File: config.mk
export PLATFORM = sky130hd
export DESIGN_NAME = vrd_cell
export DESIGN_NICKNAME = d
export VERILOG_FILES = /design/src/sv/vector_rotate_degrees_defines.svh /design/src/sv/vrd_pkg.sv /design/src/sv/vrd_cell.sv
export SDC_FILE = /design/constraint.sdc
export NUM_CORES = 1
export LEC_CHECK = 0
export BUFFER_PORTS_ARGS = -buffer_cell sky130_fd_sc_hd__buf_2
export CAP_MARGIN = 20
export CORE_MARGIN = 2
export CORE_UTILIZATION = 50
export DETAILED_ROUTE_END_ITERATION = 12
export PLACE_DENSITY = 0.73
export SETUP_SLACK_MARGIN = 0.02
export SLEW_MARGIN = 30
export SYNTH_ARGS = -nofsm -noshare
export SYNTH_HDL_FRONTEND = slang
export SYNTH_SLANG_ARGS = --single-unit
File: constraint.sdc
create_clock -name clk -period 1.2 [get_ports clk]
set_input_delay 0.12 -clock clk [delete_from_list [all_inputs] [get_ports clk]]
set_output_delay 0.12 -clock clk [all_outputs]
set_load 0.01 [all_outputs]
File: src/sv/vector_rotate_degrees_defines.svh
// Assertion macros for the vector rotator.
`ifndef VECTOR_ROTATE_DEGREES_DEFINES_SVH
`define VECTOR_ROTATE_DEGREES_DEFINES_SVH
`ifndef SYNTHESIS
`define VRD_ASSERT_IMPL(lbl, clk, rst_n, ante, cons) \
	lbl: assert property (@(posedge clk) disable iff (!rst_n) (ante) |-> (cons)) \
		else $error("vrd assertion failed");
`define VRD_ASSERT_DELAY(lbl, clk, rst_n, ante, n, cons) \
	lbl: assert property (@(posedge clk) disable iff (!rst_n) (ante) |-> ##n (cons)) \
		else $error("vrd delayed assertion failed");
`else
`define VRD_ASSERT_IMPL(lbl, clk, rst_n, ante, cons)
`define VRD_ASSERT_DELAY(lbl, clk, rst_n, ante, n, cons)
`endif
`endif

File: src/sv/vrd_pkg.sv
// Shared types, constants and the arctangent table of the vector rotator.
`timescale 1ns / 1ps
`default_nettype none
package vrd_pkg;

	localparam int GUARD = 8;
	// 32 bit input, guard bits, two bits of CORDIC growth headroom
	localparam int XW = 32 + GUARD + 2;
	localparam int ZW = 32;

	localparam logic [31:0] INV_GAIN_Q32 = 32'd2608131496;
	// round(2^32 * pi / 180)
	localparam logic [26:0] DEG_TO_RAD_Q32 = 27'd74961321;

	typedef struct packed {
		logic                 valid;
		logic signed [XW-1:0] x;
		logic signed [XW-1:0] y;
		logic signed [ZW-1:0] z;
	} cord_t;

	// atan(2^-i) in Q2.30 radians
	function automatic logic signed [ZW-1:0] atan_q30(input int unsigned idx);
		case (idx)
			0: return 32'sd843314857;
			1: return 32'sd497837829;
			2: return 32'sd263043837;
			3: return 32'sd133525159;
			4: return 32'sd67021687;
			5: return 32'sd33543516;
			6: return 32'sd16775851;
			7: return 32'sd8388437;
			8: return 32'sd4194283;
			9: return 32'sd2097149;
			10: return 32'sd1048576;
			11: return 32'sd524288;
			12: return 32'sd262144;
			13: return 32'sd131072;
			14: return 32'sd65536;
			15: return 32'sd32768;
			16: return 32'sd16384;
			17: return 32'sd8192;
			18: return 32'sd4096;
			19: return 32'sd2048;
			20: return 32'sd1024;
			21: return 32'sd512;
			22: return 32'sd256;
			23: return 32'sd128;
			24: return 32'sd64;
			25: return 32'sd32;
			26: return 32'sd16;
			27: return 32'sd8;
			28: return 32'sd4;
			29: return 32'sd2;
			default: return '0;
		endcase
	endfunction

endpackage
`default_nettype wire

File: src/sv/vrd_cell.sv
// One CORDIC rotation cell: a shift-add step on x, y and the residual angle.
`timescale 1ns / 1ps
`default_nettype none
module vrd_cell #(
	parameter int STEP = 0
) (
	input  wire             clk,
	input  wire             arst_n,
	input  vrd_pkg::cord_t  din,
	output vrd_pkg::cord_t  dout
);

	localparam int XW = vrd_pkg::XW;
	localparam int ZW = vrd_pkg::ZW;
	localparam logic signed [ZW-1:0] ATAN = vrd_pkg::atan_q30(STEP);

	logic signed [XW-1:0] x_c, y_c, dx_c, dy_c;
	logic signed [ZW-1:0] z_c;

	logic                 valid_q;
	logic signed [XW-1:0] x_q, y_q;
	logic signed [ZW-1:0] z_q;

	assign x_c = din.x;
	assign y_c = din.y;
	assign z_c = din.z;
	assign dx_c = y_c >>> STEP;
	assign dy_c = x_c >>> STEP;

	always_ff @(posedge clk or negedge arst_n) begin
		if (!arst_n) begin
			valid_q <= 1'b0;
		end else begin
			valid_q <= din.valid;
		end
	end

	always_ff @(posedge clk) begin
		if (!z_c[ZW-1]) begin
			x_q <= x_c - dx_c;
			y_q <= y_c + dy_c;
			z_q <= z_c - ATAN;
		end else begin
			x_q <= x_c + dx_c;
			y_q <= y_c - dy_c;
			z_q <= z_c + ATAN;
		end
	end

	assign dout = '{valid: valid_q, x: x_q, y: y_q, z: z_q};

endmodule
`default_nettype wire

==> impl_metrics.yaml, run 1 <==
run_status:
  status: "stopped before the end"
  haltStage: "global routing"
  error: "[ERROR GRT-0116] Global routing finished with congestion. Check the congestion regions in the DRC Viewer."
clock_network:
  clockBufferDepth: 2
  cts_htree_levels: 4
  root_buffer: "clkbuf_16"
  numCtsBuffers: 17
  clkSinkCount: 116
synthesis:
  syn_nets: 1852
  synthesis.area_sq_um: 12020
  synth_area_leader_cell: "dfxtp_1"
  synthArstFlopShare: 0.008621
  ys_seq_elements: 116
  avgSynthCellArea_sq_um: 7.695
  ys_seq_area_frac: 0.1936
  yosys.area.top_type_share: 0.1915
  synth_edf_count: 0
  yosysUniqueCellTypes: 87
  yosysMostFrequentCell: "a21oi_1"
  synthTopCellsByCount: "a21oi_1 (194), ha_1 (167), inv_1 (135)"
  yosysWarnings: 0
  ys_top_cells_by_area: "dfxtp_1 (19%), ha_1 (17%), a21oi_1 (8.1%)"
  synthCells: 1562
  synth_flop_cell: "dfxtp_1"
global_routing:
  grt_pass1_wl_mm: 138.0
  overflow: 19
  grt_usage: 0.7092
  grt_max_degree: 63
  grt_pass1_vias: 22052
place:
  hpwlAfterDp_mm: 43.59
  gp_congestion: 0.9943
  io_buffers: 235
floorplan:
  die_width_um: 159.1
  floorplan.initialDensity: 0.5106
  die_h_um: 159.1
  num_rows: 56
  io_pins: 236
-- timing repair --
| action | CTS |
|---|---|
| hold buffers | 6 |
| setup buffers | 116 |
| pin swaps | 252 |
| gates cloned | 3 |
| endpoints found under the hold margin | 5 |
| endpoints found under the setup margin | 103 |
| gates resized for setup | 449 |
-- cells by family after synthesis --
group / Yosys count / synth area share
muxes: 22 / 0.01842
xor gates and xnor gates: 100 / 0.07286
buffers and inverters: 214 / 0.07380
DFF: 116 / 0.1936
AOI/OAI and AO/OA: 565 / 0.3062
adders and majority gates: 171 / 0.1805
and+or+nand+nor: 374 / 0.1546
-- metal layers --
layer | GRT overflow | track usage
met3 | 1 | 0.5410
met5 | 0 | 0.2557
met4 | 9 | 0.7393
met1 | 0 | 0.6672
met2 | 9 | 0.9213
-- metrics by stage --
| stage | hold WS (ns) | worst slack (ns) | instance area [sq um] | setup TNS, ns | instances |
|---|---|---|---|---|---|
| 2_1_floorplan | -0.1756 | -1.506 | 13270 | -78.93 | 1562 |
| 3_3_place_gp | -0.1049 | -1.510 | 18520 | -121.14 | 2604 |
| 3_5_place_dp | -0.1018 | -1.567 | 18520 | -126.86 | 2604 |
| 4_1_cts | 0.01268 | -0.9510 | 22030 | -61.87 | 2740 |
==> inputs of run 2 (changes only) <==
CORE_UTILIZATION = 35   (was 50)
PLACE_DENSITY = not set   (was 0.73)
PLACE_DENSITY_LB_ADDON = 0.15   (was not set)
SETUP_SLACK_MARGIN = not set   (was 0.02)
==> run 2 against run 1 <==
The flow now finishes, with violations (setup timing). Area after synthesis unchanged. Synthesized cell count did not move.
==> impl_metrics.yaml, run 2 <==
drt:
  first_iter_violations: 1312
  wl_per_cell_um: 19.87
  wl_mm: 57.57
  viasPerCell: 5.391
  drc: 0
  firstDrtPassIters: 9
  ant_nets: 0
  via_count: 15622
floorplan:
  die_area_sq_um: 35840
  io_pins: 236
  floorplan.initialDensity: 0.3567
  die_width_um: 189.3
  die_h_um: 189.3
  num_rows: 67
  core_sq_um: 33700
cells_and_area:
  layout_commonest_cell: "buf_4"
  diodes: 0
  largest_reg_flops: 42
  area_growth_pct: 94.60
  final_cell_mix: "buf_4 (578), buf_2 (202), dfxtp_1 (115)"
  fillCellCount: 2595
  fin_area_sq_um: 23390
  top_register: "x_q"
  reg_top3: "x_q: 42 flops, y_q: 41 flops, z_q: 32 flops"
  drive_above_1_share: 0.5804
  final_nets: 2727
setup_path:
  startpoint_type: "input port"
  crit_fanout: 3
  path_buf_inv: 1
  path_cells: "buf_12, ha_4, fa_2, o21a_1, o21ai_4, a21oi_4, o311ai_4, a31oi_4, o21ai_2, o221ai_2, xnor2_2"
  crit_family: "compound AO/OA/AOI/OAI gates"
  worstPathArrival_ns: 2.54
  cp_slowest_cell: "fa_2"
  crit_path_end_kind: "register"
  crit_start: "din[74]"
  required_ns: 1.54
  crit_type: "in2reg"
  path_depth: 11
  critical-path-max-stage-delay_ns: 0.41
timing:
  finalHoldViolCount: 0
  rsz0062_at_grt: "yes"
  period_minus_slack_ns: 2.203
  setup_slack_ns: -1.003
  relSlewSlack: 0.5889
  tightest_slew_ns: 0.6167
  holdWs_ns: 0.01655
  setup_viol: 103
  period_share: 1.836
  setup_tns_ns: -66.61
  timing.fmax_ghz: 0.4540
  maxSlewViolCount: 0
pwr:
  p_leak_nw: 10.82
  p_per_area_nw_per_um2: 1029
  ir_drop_uv: 1159
  power.total_mw: 24.06
run_status:
  status: "finished, violations left"
  failed_checks: "setup timing"
worst_hold_path:
  min_from: "din[73]"
  hp-class: "in2reg"
  whs_path_depth: 3
synthesis:
  yosysUniqueCellTypes: 87
  synthArstFlopShare: 0.008621
  avgSynthCellArea_sq_um: 7.695
  syn_nets: 1852
  yosysMostFrequentCell: "a21oi_1"
  yosys.area.top_type_share: 0.1915
  synth_area_leader_cell: "dfxtp_1"
  ys_top_cells_by_area: "dfxtp_1 (19%), ha_1 (17%), a21oi_1 (8.1%)"
  synth_edf_count: 0
  synthCells: 1562
  yosysWarnings: 0
  ys_seq_area_frac: 0.1936
  synthesis.area_sq_um: 12020
  ys_seq_elements: 116
  synthTopCellsByCount: "a21oi_1 (194), ha_1 (167), inv_1 (135)"
  synth_flop_cell: "dfxtp_1"
place:
  hpwlAfterDp_mm: 42.31
  pre_cts_slack_ns: -1.639
  gp_congestion: 0.9942
  place_area_sq_um: 18780
  io_buffers: 235
global_routing:
  antenna_found_initial: 0
  grt_usage: 0.3044
  overflow: 0
  grt_max_degree: 57
  grt_pass1_wl_mm: 85.28
  grt_pass1_vias: 15580
clock_network:
  cts_tree: "built"
  cts_htree_levels: 4
  numCtsBuffers: 17
  clk_pin_slew_ns: 0.06
  clockBufferDepth: 2
  clkSinkCount: 116
  root_buffer: "clkbuf_16"
flow_run:
  drv_cap: 0
## run 2: cell families (layout without fill, tap and decap cells)
kind of cell               count (synthesis)  after routing  synth area share
xor gates and xnor gates                 100            100           0.07286
muxes                                     22             22           0.01842
buffers and inverters                    214           1102           0.07380
adders and majority gates                171            171            0.1805
and+or+nand+nor                          374            374            0.1546
DFF                                      116            116            0.1936
AOI/OAI and AO/OA                        565            565            0.3062
## run 2: routing by layer
metal,vias up,routed length [um],global-route usage
met5,-,0,0
met4,0,2307,0.1294
met3,136,3962,0.04263
met2,686,26540,0.4949
met1,7455,24770,0.4025
li1,7345,-,-
## run 2: cell type report
type / instances / area, sq um / share of cell area
clock buffers: 17 / 425.4 / 0.01819
clock inverters: 15 / 230.2 / 0.009842
inverters: 142 / 703.2 / 0.03006
multi-input cells: 1232 / 11900 / 0.5089
flip-flops and latches: 116 / 2327 / 0.09949
well taps: 448 / 560.5 / 0.02396
repair buffers: 928 / 7242 / 0.3096
## run 2: where the power goes
| part | switching (mW) | internal [mW] |
|---|---|---|
| combinational | 6.68 | 6.47 |
| clock | 2.18 | 3.69 |
| sequential | 0.278 | 4.76 |
## run 2: repair_timing
action / in CTS / in global routing
hold buffers: 6 / 0
pin swaps: 227 / 199
setup endpoints to repair: 104 / 104
cloned: 1 / 0
resized for setup: 417 / 209
hold endpoints to repair: 5 / 0
buffers inserted: 101 / 53
## run 2: worst paths after layout
path / endpoint
worst max-delay path: y_q[38]
worst min-delay path: x_q[41]
max in group asynchronous: valid_q
min in group asynchronous: valid_q
## run 2: worst min-delay path, cell delays in order
cell	delay, ns
buf_2	0.08
xor2_1	0.09
xnor2_1	0.13
## run 2: through the flow
stage                     std cells  utilization
after floorplan                1562            -
after global placement         2742       0.5574
after detailed placement       2742       0.5574
after CTS                      2870       0.6592
after global routing           2898       0.6941
final                          2898       0.6941
(Power assumes the default switching activity.)
