`config.mk`:
```
export PLATFORM = sky130hd
export DESIGN_NAME = vrd_prep
export DESIGN_NICKNAME = d
export VERILOG_FILES = /design/src/sv/vector_rotate_degrees_defines.svh /design/src/sv/vrd_pkg.sv /design/src/sv/vrd_prep.sv
export SDC_FILE = /design/constraint.sdc
export NUM_CORES = 2
export LEC_CHECK = 0
export ABC_AREA = 1
export BUFFER_PORTS_ARGS = -buffer_cell sky130_fd_sc_hd__buf_2
export CORE_MARGIN = 5
export CORE_UTILIZATION = 45
export DETAILED_ROUTE_END_ITERATION = 16
export GPL_TIMING_DRIVEN = 1
export PLACE_DENSITY_LB_ADDON = 0.05
export RECOVER_POWER = 25
export SLEW_MARGIN = 20
export SYNTH_ARGS = -nofsm -noshare
export SYNTH_HDL_FRONTEND = slang
export SYNTH_SLANG_ARGS = --single-unit
```
`constraint.sdc`:
```
create_clock -name clk -period 6.75 [get_ports clk]
set_clock_uncertainty 0.05 [all_clocks]
set_input_delay 0.675 -clock clk [delete_from_list [all_inputs] [get_ports clk]]
set_output_delay 0.675 -clock clk [all_outputs]
set_load 0.01 [all_outputs]
```
`src/sv/vector_rotate_degrees_defines.svh`:
```
// Assertion macros for the vector rotator.
`ifndef VECTOR_ROTATE_DEGREES_DEFINES_SVH
`define VECTOR_ROTATE_DEGREES_DEFINES_SVH
`ifndef SYNTHESIS
`define VRD_ASSERT_IMPL(lbl, clk, rst_n, ante, cons) \
	lbl: assert property (@(posedge clk) disable iff (!rst_n) (ante) |-> (cons)) \
		else $error("vrd assertion failed");
`define VRD_ASSERT_DELAY(lbl, clk, rst_n, ante, n, cons) \
	lbl: assert property (@(posedge clk) disable iff (!rst_n) (ante) |-> ##n (cons)) \
		else $error("vrd delayed assertion failed");
`else
`define VRD_ASSERT_IMPL(lbl, clk, rst_n, ante, cons)
`define VRD_ASSERT_DELAY(lbl, clk, rst_n, ante, n, cons)
`endif
`endif

```
`src/sv/vrd_pkg.sv`:
```
// Shared types, constants and the arctangent table of the vector rotator.
`timescale 1ns / 1ps
`default_nettype none
package vrd_pkg;

	localparam int GUARD = 8;
	// 32 bit input, guard bits, two bits of CORDIC growth headroom
	localparam int XW = 32 + GUARD + 2;
	localparam int ZW = 32;

	localparam logic [31:0] INV_GAIN_Q32 = 32'd2608131496;
	// round(2^32 * pi / 180)
	localparam logic [26:0] DEG_TO_RAD_Q32 = 27'd74961321;

	typedef struct packed {
		logic                 valid;
		logic signed [XW-1:0] x;
		logic signed [XW-1:0] y;
		logic signed [ZW-1:0] z;
	} cord_t;

	// atan(2^-i) in Q2.30 radians
	function automatic logic signed [ZW-1:0] atan_q30(input int unsigned idx);
		case (idx)
			0: return 32'sd843314857;
			1: return 32'sd497837829;
			2: return 32'sd263043837;
			3: return 32'sd133525159;
			4: return 32'sd67021687;
			5: return 32'sd33543516;
			6: return 32'sd16775851;
			7: return 32'sd8388437;
			8: return 32'sd4194283;
			9: return 32'sd2097149;
			10: return 32'sd1048576;
			11: return 32'sd524288;
			12: return 32'sd262144;
			13: return 32'sd131072;
			14: return 32'sd65536;
			15: return 32'sd32768;
			16: return 32'sd16384;
			17: return 32'sd8192;
			18: return 32'sd4096;
			19: return 32'sd2048;
			20: return 32'sd1024;
			21: return 32'sd512;
			22: return 32'sd256;
			23: return 32'sd128;
			24: return 32'sd64;
			25: return 32'sd32;
			26: return 32'sd16;
			27: return 32'sd8;
			28: return 32'sd4;
			29: return 32'sd2;
			default: return '0;
		endcase
	endfunction

endpackage
`default_nettype wire

```
`src/sv/vrd_prep.sv`:
```
// Front pipeline: angle reduction mod 360, half-turn fold, gain removal, degrees to radians.
`timescale 1ns / 1ps
`default_nettype none
module vrd_prep #(
	parameter int FRACTION_BITS = 16
) (
	input  wire                 clk,
	input  wire                 arst_n,
	input  wire                 start,
	input  wire  signed [31:0]  x_in,
	input  wire  signed [31:0]  y_in,
	input  wire  signed [31:0]  angle_degrees,
	output vrd_pkg::cord_t      head
);

	localparam int FB = FRACTION_BITS;
	localparam int XW = vrd_pkg::XW;
	localparam int ZW = vrd_pkg::ZW;
	// 360 = 45 * 8: the low FB+3 bits pass, the rest is reduced mod 45
	localparam int LOW_W = FB + 3;
	localparam int VW = 32 - LOW_W;
	localparam int UW = VW + 1;
	localparam int K45 = (2 ** (VW - 1) + 44) / 45;
	localparam int SH = UW + 6;
	localparam int MW = SH - 5;
	localparam int QW = UW - 5;
	localparam int DW = (UW + 1 > 7) ? UW + 1 : 7;
	localparam logic [MW-1:0] RECIP = MW'((2 ** SH) / 45);
	localparam int RS = 32 - vrd_pkg::GUARD;
	localparam int TW = FB + 10;
	localparam int FW = FB + 8;
	localparam int PZW = FW + 28;
	localparam logic signed [TW-1:0] FULL = TW'(360) << FB;
	localparam logic signed [TW-1:0] HALF = TW'(180) << FB;
	localparam logic signed [TW-1:0] QUARTER = TW'(90) << FB;

	// stage 1: reciprocal product for mod 45, gain products
	logic [VW-1:0]       v_c;
	logic [UW-1:0]       u_c;
	logic [UW+MW-1:0]    prod_c;
	logic signed [64:0]  px_c, py_c;

	assign v_c = angle_degrees[31:LOW_W];
	assign u_c = UW'({v_c[VW-1], v_c}) + UW'(45 * K45);
	assign prod_c = (UW + MW)'(u_c) * (UW + MW)'(RECIP);
	assign px_c = 65'(x_in) * 65'($signed({1'b0, vrd_pkg::INV_GAIN_Q32}));
	assign py_c = 65'(y_in) * 65'($signed({1'b0, vrd_pkg::INV_GAIN_Q32}));

	logic                vld_s1;
	logic [UW-1:0]       u_s1;
	logic [UW+MW-1:0]    prod_s1;
	logic [LOW_W-1:0]    low_s1;
	logic signed [64:0]  px_s1, py_s1;

	always_ff @(posedge clk or negedge arst_n) begin
		if (!arst_n) begin
			vld_s1 <= 1'b0;
		end else begin
			vld_s1 <= start;
		end
	end

	always_ff @(posedge clk) begin
		u_s1    <= u_c;
		prod_s1 <= prod_c;
		low_s1  <= angle_degrees[LOW_W-1:0];
		px_s1   <= px_c;
		py_s1   <= py_c;
	end

	// stage 2: remainder estimate (below 90), rounded prescaled vector
	logic [QW-1:0]       q_c;
	logic [DW-1:0]       diff_c;
	logic signed [65:0]  sx_c, sy_c;

	assign q_c = prod_s1[UW+MW-1:SH];
	assign diff_c = DW'(u_s1) - DW'(q_c) * DW'(45);
	assign sx_c = {px_s1[64], px_s1} + (66'sd1 <<< (RS - 1));
	assign sy_c = {py_s1[64], py_s1} + (66'sd1 <<< (RS - 1));

	logic                vld_s2;
	logic [6:0]          r0_s2;
	logic [LOW_W-1:0]    low_s2;
	logic signed [XW-1:0] x_s2, y_s2;

	always_ff @(posedge clk or negedge arst_n) begin
		if (!arst_n) begin
			vld_s2 <= 1'b0;
		end else begin
			vld_s2 <= vld_s1;
		end
	end

	always_ff @(posedge clk) begin
		r0_s2  <= diff_c[6:0];
		low_s2 <= low_s1;
		x_s2   <= sx_c[RS +: XW];
		y_s2   <= sy_c[RS +: XW];
	end

	// stage 3: final remainder, wrap into (-180, 180], negate to counterclockwise
	logic [6:0]            r45_c;
	logic [FB+8:0]         r_c;
	logic signed [TW-1:0]  rs_c, theta_c;

	assign r45_c = (r0_s2 >= 7'd45) ? r0_s2 - 7'd45 : r0_s2;
	assign r_c = {r45_c[5:0], low_s2};
	assign rs_c = $signed({1'b0, r_c});
	assign theta_c = (rs_c > HALF) ? FULL - rs_c : -rs_c;

	logic                  vld_s3;
	logic signed [TW-1:0]  theta_s3;
	logic signed [XW-1:0]  x_s3, y_s3;

	always_ff @(posedge clk or negedge arst_n) begin
		if (!arst_n) begin
			vld_s3 <= 1'b0;
		end else begin
			vld_s3 <= vld_s2;
		end
	end

	always_ff @(posedge clk) begin
		theta_s3 <= theta_c;
		x_s3     <= x_s2;
		y_s3     <= y_s2;
	end

	// stage 4: half-turn fold into [-90, 90]
	logic                  vld_s4;
	logic signed [FW-1:0]  theta_s4;
	logic signed [XW-1:0]  x_s4, y_s4;

	always_ff @(posedge clk or negedge arst_n) begin
		if (!arst_n) begin
			vld_s4 <= 1'b0;
		end else begin
			vld_s4 <= vld_s3;
		end
	end

	always_ff @(posedge clk) begin
		if (theta_s3 > QUARTER) begin
			theta_s4 <= FW'(theta_s3 - HALF);
			x_s4     <= -x_s3;
			y_s4     <= -y_s3;
		end else if (theta_s3 < -QUARTER) begin
			theta_s4 <= FW'(theta_s3 + HALF);
			x_s4     <= -x_s3;
			y_s4     <= -y_s3;
		end else begin
			theta_s4 <= FW'(theta_s3);
			x_s4     <= x_s3;
			y_s4     <= y_s3;
		end
	end

	// stage 5: degrees times pi/180
	logic                   vld_s5;
	logic signed [PZW-1:0]  pz_s5;
	logic signed [XW-1:0]   x_s5, y_s5;

	always_ff @(posedge clk or negedge arst_n) begin
		if (!arst_n) begin
			vld_s5 <= 1'b0;
		end else begin
			vld_s5 <= vld_s4;
		end
	end

	always_ff @(posedge clk) begin
		pz_s5 <= PZW'(theta_s4) * PZW'($signed({1'b0, vrd_pkg::DEG_TO_RAD_Q32}));
		x_s5  <= x_s4;
		y_s5  <= y_s4;
	end

	// stage 6: round to Q2.30
	logic signed [PZW:0]   sz_c;

	assign sz_c = {pz_s5[PZW-1], pz_s5} + ((PZW + 1)'(1) << (FB + 1));

	logic                  vld_s6;
	logic signed [ZW-1:0]  z_s6;
	logic signed [XW-1:0]  x_s6, y_s6;

	always_ff @(posedge clk or negedge arst_n) begin
		if (!arst_n) begin
			vld_s6 <= 1'b0;
		end else begin
			vld_s6 <= vld_s5;
		end
	end

	always_ff @(posedge clk) begin
		z_s6 <= sz_c[FB+2 +: ZW];
		x_s6 <= x_s5;
		y_s6 <= y_s5;
	end

	assign head = '{valid: vld_s6, x: x_s6, y: y_s6, z: z_s6};

endmodule
`default_nettype wire

```
==> flow_summary.json <==
{
  "n_fill_cell": 16273,
  "clkTransAtPathRegs_ns": 0.06,
  "die-height_um": 423,
  "synthTopCellsByArea": "fa_1, ha_1, dfxtp_1",
  "rsz0062_at_grt": "no",
  "setup_viol": 0,
  "yosysMostFrequentCell": "inv_1",
  "ys.flop_type": "dfxtp_1",
  "cts_buffers": 70,
  "vias_per_cell": 4.90,
  "rows": 151,
  "htree_num_levels": 3,
  "cp_common_cell": "fa_1",
  "wl_per_cell_um": 20.5,
  "ys_ff_latch": 684,
  "path_buf_inv": 8,
  "drive_gt1_share_pct": 12.8,
  "cp-startpoint": "y_in[26]",
  "route.vias.total": 59282,
  "syn_area_sq_um": 76900,
  "grt_pass1_vias": 61588,
  "coreArea_sq_um": 170000,
  "clk_latency_ns": 0.67,
  "synth_cells": 8702,
  "antenna_found_initial": 3,
  "gp_congestion": 1.01,
  "fin_crit_sh_pct": 96.5,
  "outcome": "finished clean",
  "cts-root-buf": "clkbuf_16",
  "grt_max_degree": 46,
  "synth_top_area_cell": "fa_1",
  "slew_viol_final": 0,
  "worst_pin_slew_ns": 1.11,
  "die_width_um": 423,
  "nNetsFinal": 12186,
  "path_delay_family": "adder cells",
  "ff2ff_setup_slack_ns": 0.36,
  "path_cells": "buf_2 > ha_1 > fa_1 > inv_1 > fa_1 > fa_1 > inv_1 > fa_1 > fa_1 > fa_1 > inv_1 > fa_1 > inv_1 > ha_1 > nand2_1 > nor2_1 > inv_1 > nor3_1 > buf_4 > inv_1 > o21ai_0 > nand2_1 > nand4_1 > nand2_1",
  "cap_violations": 0,
  "synth-edff-count": 0,
  "io_pins": 216,
  "rr_startpoint": "theta_s4[11]",
  "ys_async_sr_fraction_pct": 0.877,
  "path_class": "input port to flop",
  "io_buffers": 215,
  "drt_first_pass_iters": 6,
  "ys_seq_area_share_pct": 17.8,
  "clock-sinks": 684,
  "ant_nets": 0,
  "syn_area_per_cell_sq_um": 8.84,
  "fmax_mhz": 153,
  "hpwl_um": 226000,
  "tns_ns": 0,
  "dieArea_sq_um": 179000,
  "hp-class": "input port to flop",
  "yosysUniqueCellTypes": 50,
  "cp.depth": 24,
  "worstPathRequired_ns": 7.26,
  "hold_depth": 1,
  "grtUsageTotal_pct": 27.8,
  "crit_fanout": 4,
  "synthTopCellsByCount": "inv_1, ha_1, fa_1",
  "initial_core_util_pct": 45.3,
  "endpoint_kind": "flop",
  "min_period_ns": 6.52,
  "cts.path.max_buffers": 3,
  "stdcell_area_sq_um": 89600,
  "endpoint": "py_s1[54]",
  "yosysWarnings": 0,
  "synthToLayoutAreaGrowth_pct": 16.5,
  "wl_um": 248000,
  "grt_pass1_wl_um": 378000,
  "grt_overflow": 0,
  "arrival_ns": 7.03,
  "dr.first_iter.drc_count": 3938,
  "drcViolationCount": 0,
  "cp_slowest_cell": "fa_1",
  "hold_viol_final": 0,
  "post_dp_cell_area_sq_um": 87100,
  "cts_tree": "built",
  "r2r-end": "pz_s5[47]",
  "syn_nets": 11064,
  "max-slew-margin-rel_pct": 25.5,
  "start_kind": "input port",
  "max_stage_delay_ns": 0.60,
  "worst-r2r-cell-count": 21,
  "synth_top_area_share_pct": 29.3
}
==> sequential cells by signal (all words and copies together), names as in the netlist, 7 cells and up <==
| register | cells |
|---|---|
| px_s1 | 42 |
| py_s1 | 42 |
| x_s2 | 42 |
| x_s3 | 42 |
| x_s4 | 42 |
| x_s5 | 42 |
| x_s6 | 42 |
| y_s2 | 42 |
| y_s3 | 42 |
| y_s4 | 42 |
| y_s5 | 42 |
| y_s6 | 42 |
| pz_s5 | 33 |
| z_s6 | 32 |
| theta_s3 | 26 |
| theta_s4 | 24 |
| low_s1 | 19 |
| low_s2 | 19 |
| prod_s1 | 9 |
| r0_s2 | 7 |
==> metrics by stage <==
stage / utilization, % / setup slack, ns / std cells / hold WS [ns]
after floorplan: - / 0.0945 / 8702 / 0.260
after global placement: 51.4 / -0.528 / 11969 / 0.259
after detailed placement: 51.4 / -0.521 / 11969 / 0.262
after CTS: 52.8 / 0.212 / 12096 / 0.0142
after global routing: 52.8 / 0.00280 / 12096 / 0.0420
final: 52.8 / 0.233 / 12097 / 0.0736
==> timing repair <==
item	in CTS	in global routing
setup buffers	0	0
endpoints found under the setup margin	0	20
endpoints found under the hold margin	6	0
gates resized for setup	0	12
hold buffers	1	0
==> per-layer routing <==
layer  track usage (%)  wire, um
met4              5.24      4750
met5                 0        13
met3              3.91     15100
met2              42.1    105000
met1              42.5    123000
==> area by class of cell <==
| type | instances | area, sq um | share of cell area [%] |
|---|---|---|---|
| multi-input cells | 5646 | 54300 | 60.6 |
| repair buffers | 1080 | 7610 | 8.50 |
| well taps | 2218 | 2780 | 3.10 |
| diodes | 1 | 2.50 | 0.00279 |
| flip-flops and latches | 684 | 13700 | 15.3 |
| inverters | 2342 | 8790 | 9.81 |
| clock buffers | 89 | 1930 | 2.16 |
| clock inverters | 37 | 482 | 0.538 |
==> worst reg2reg max path: stages, from the launching register on <==
cell and delay, ns:
dfxtp_1 0.64, fa_1 0.37, inv_2 0.11, fa_1 0.55
fa_1 0.55, fa_1 0.56, inv_1 0.06, fa_1 0.47
fa_1 0.55, inv_1 0.05, fa_1 0.63, inv_1 0.07
ha_1 0.37, nand2_1 0.11, nor2_1 0.15, inv_1 0.08
nor3_1 0.17, inv_1 0.09, o21ai_0 0.33, nand2_1 0.15
nand4_1 0.12, nand2_1 0.08
==> cell families after synthesis <==
family                     synth area share [%]
xor gates and xnor gates                   5.64
DFF                                        17.8
buffers and inverters                      11.6
AOI/OAI and AO/OA                          5.15
and+or+nand+nor                            11.9
adders and majority gates                  47.8
==> how the worst min path moves through the flow <==
stage	startpoint	to	slack, ns
CTS	angle_degrees[6]	low_s1[6]	0.01
detailed placement	low_s1[6]	low_s2[6]	0.26
floorplan	low_s1[0]	low_s2[0]	0.26
global route	angle_degrees[18]	low_s1[18]	0.04
finish	angle_degrees[6]	low_s1[6]	0.07
global placement	x_s5[39]	x_s6[39]	0.26
==> cells in the final DEF (no fill, tap or decap), types with 10 or more instances in the layout <==
| cell type | count |
|---|---|
| a21boi_0 | 11 |
| a21o_1 | 38 |
| a21oi_1 | 346 |
| buf_2 | 209 |
| buf_4 | 860 |
| clkbuf_1 | 14 |
| clkbuf_16 | 70 |
| clkbuf_8 | 11 |
| clkinv_2 | 12 |
| dfxtp_1 | 677 |
| fa_1 | 1123 |
| ha_1 | 1138 |
| inv_1 | 2337 |
| nand2_1 | 1048 |
| nand3_1 | 235 |
| nand4_1 | 88 |
| nor2_1 | 592 |
| nor2_2 | 10 |
| nor3_1 | 98 |
| nor4_1 | 31 |
| o21ai_0 | 223 |
| o21bai_1 | 60 |
| or2_2 | 14 |
| xnor2_1 | 139 |
| xor2_1 | 353 |
Power is left out: the tool's default activity adds up to more than one toggle a clock period on the data nets, which glitch-free logic cannot reach.
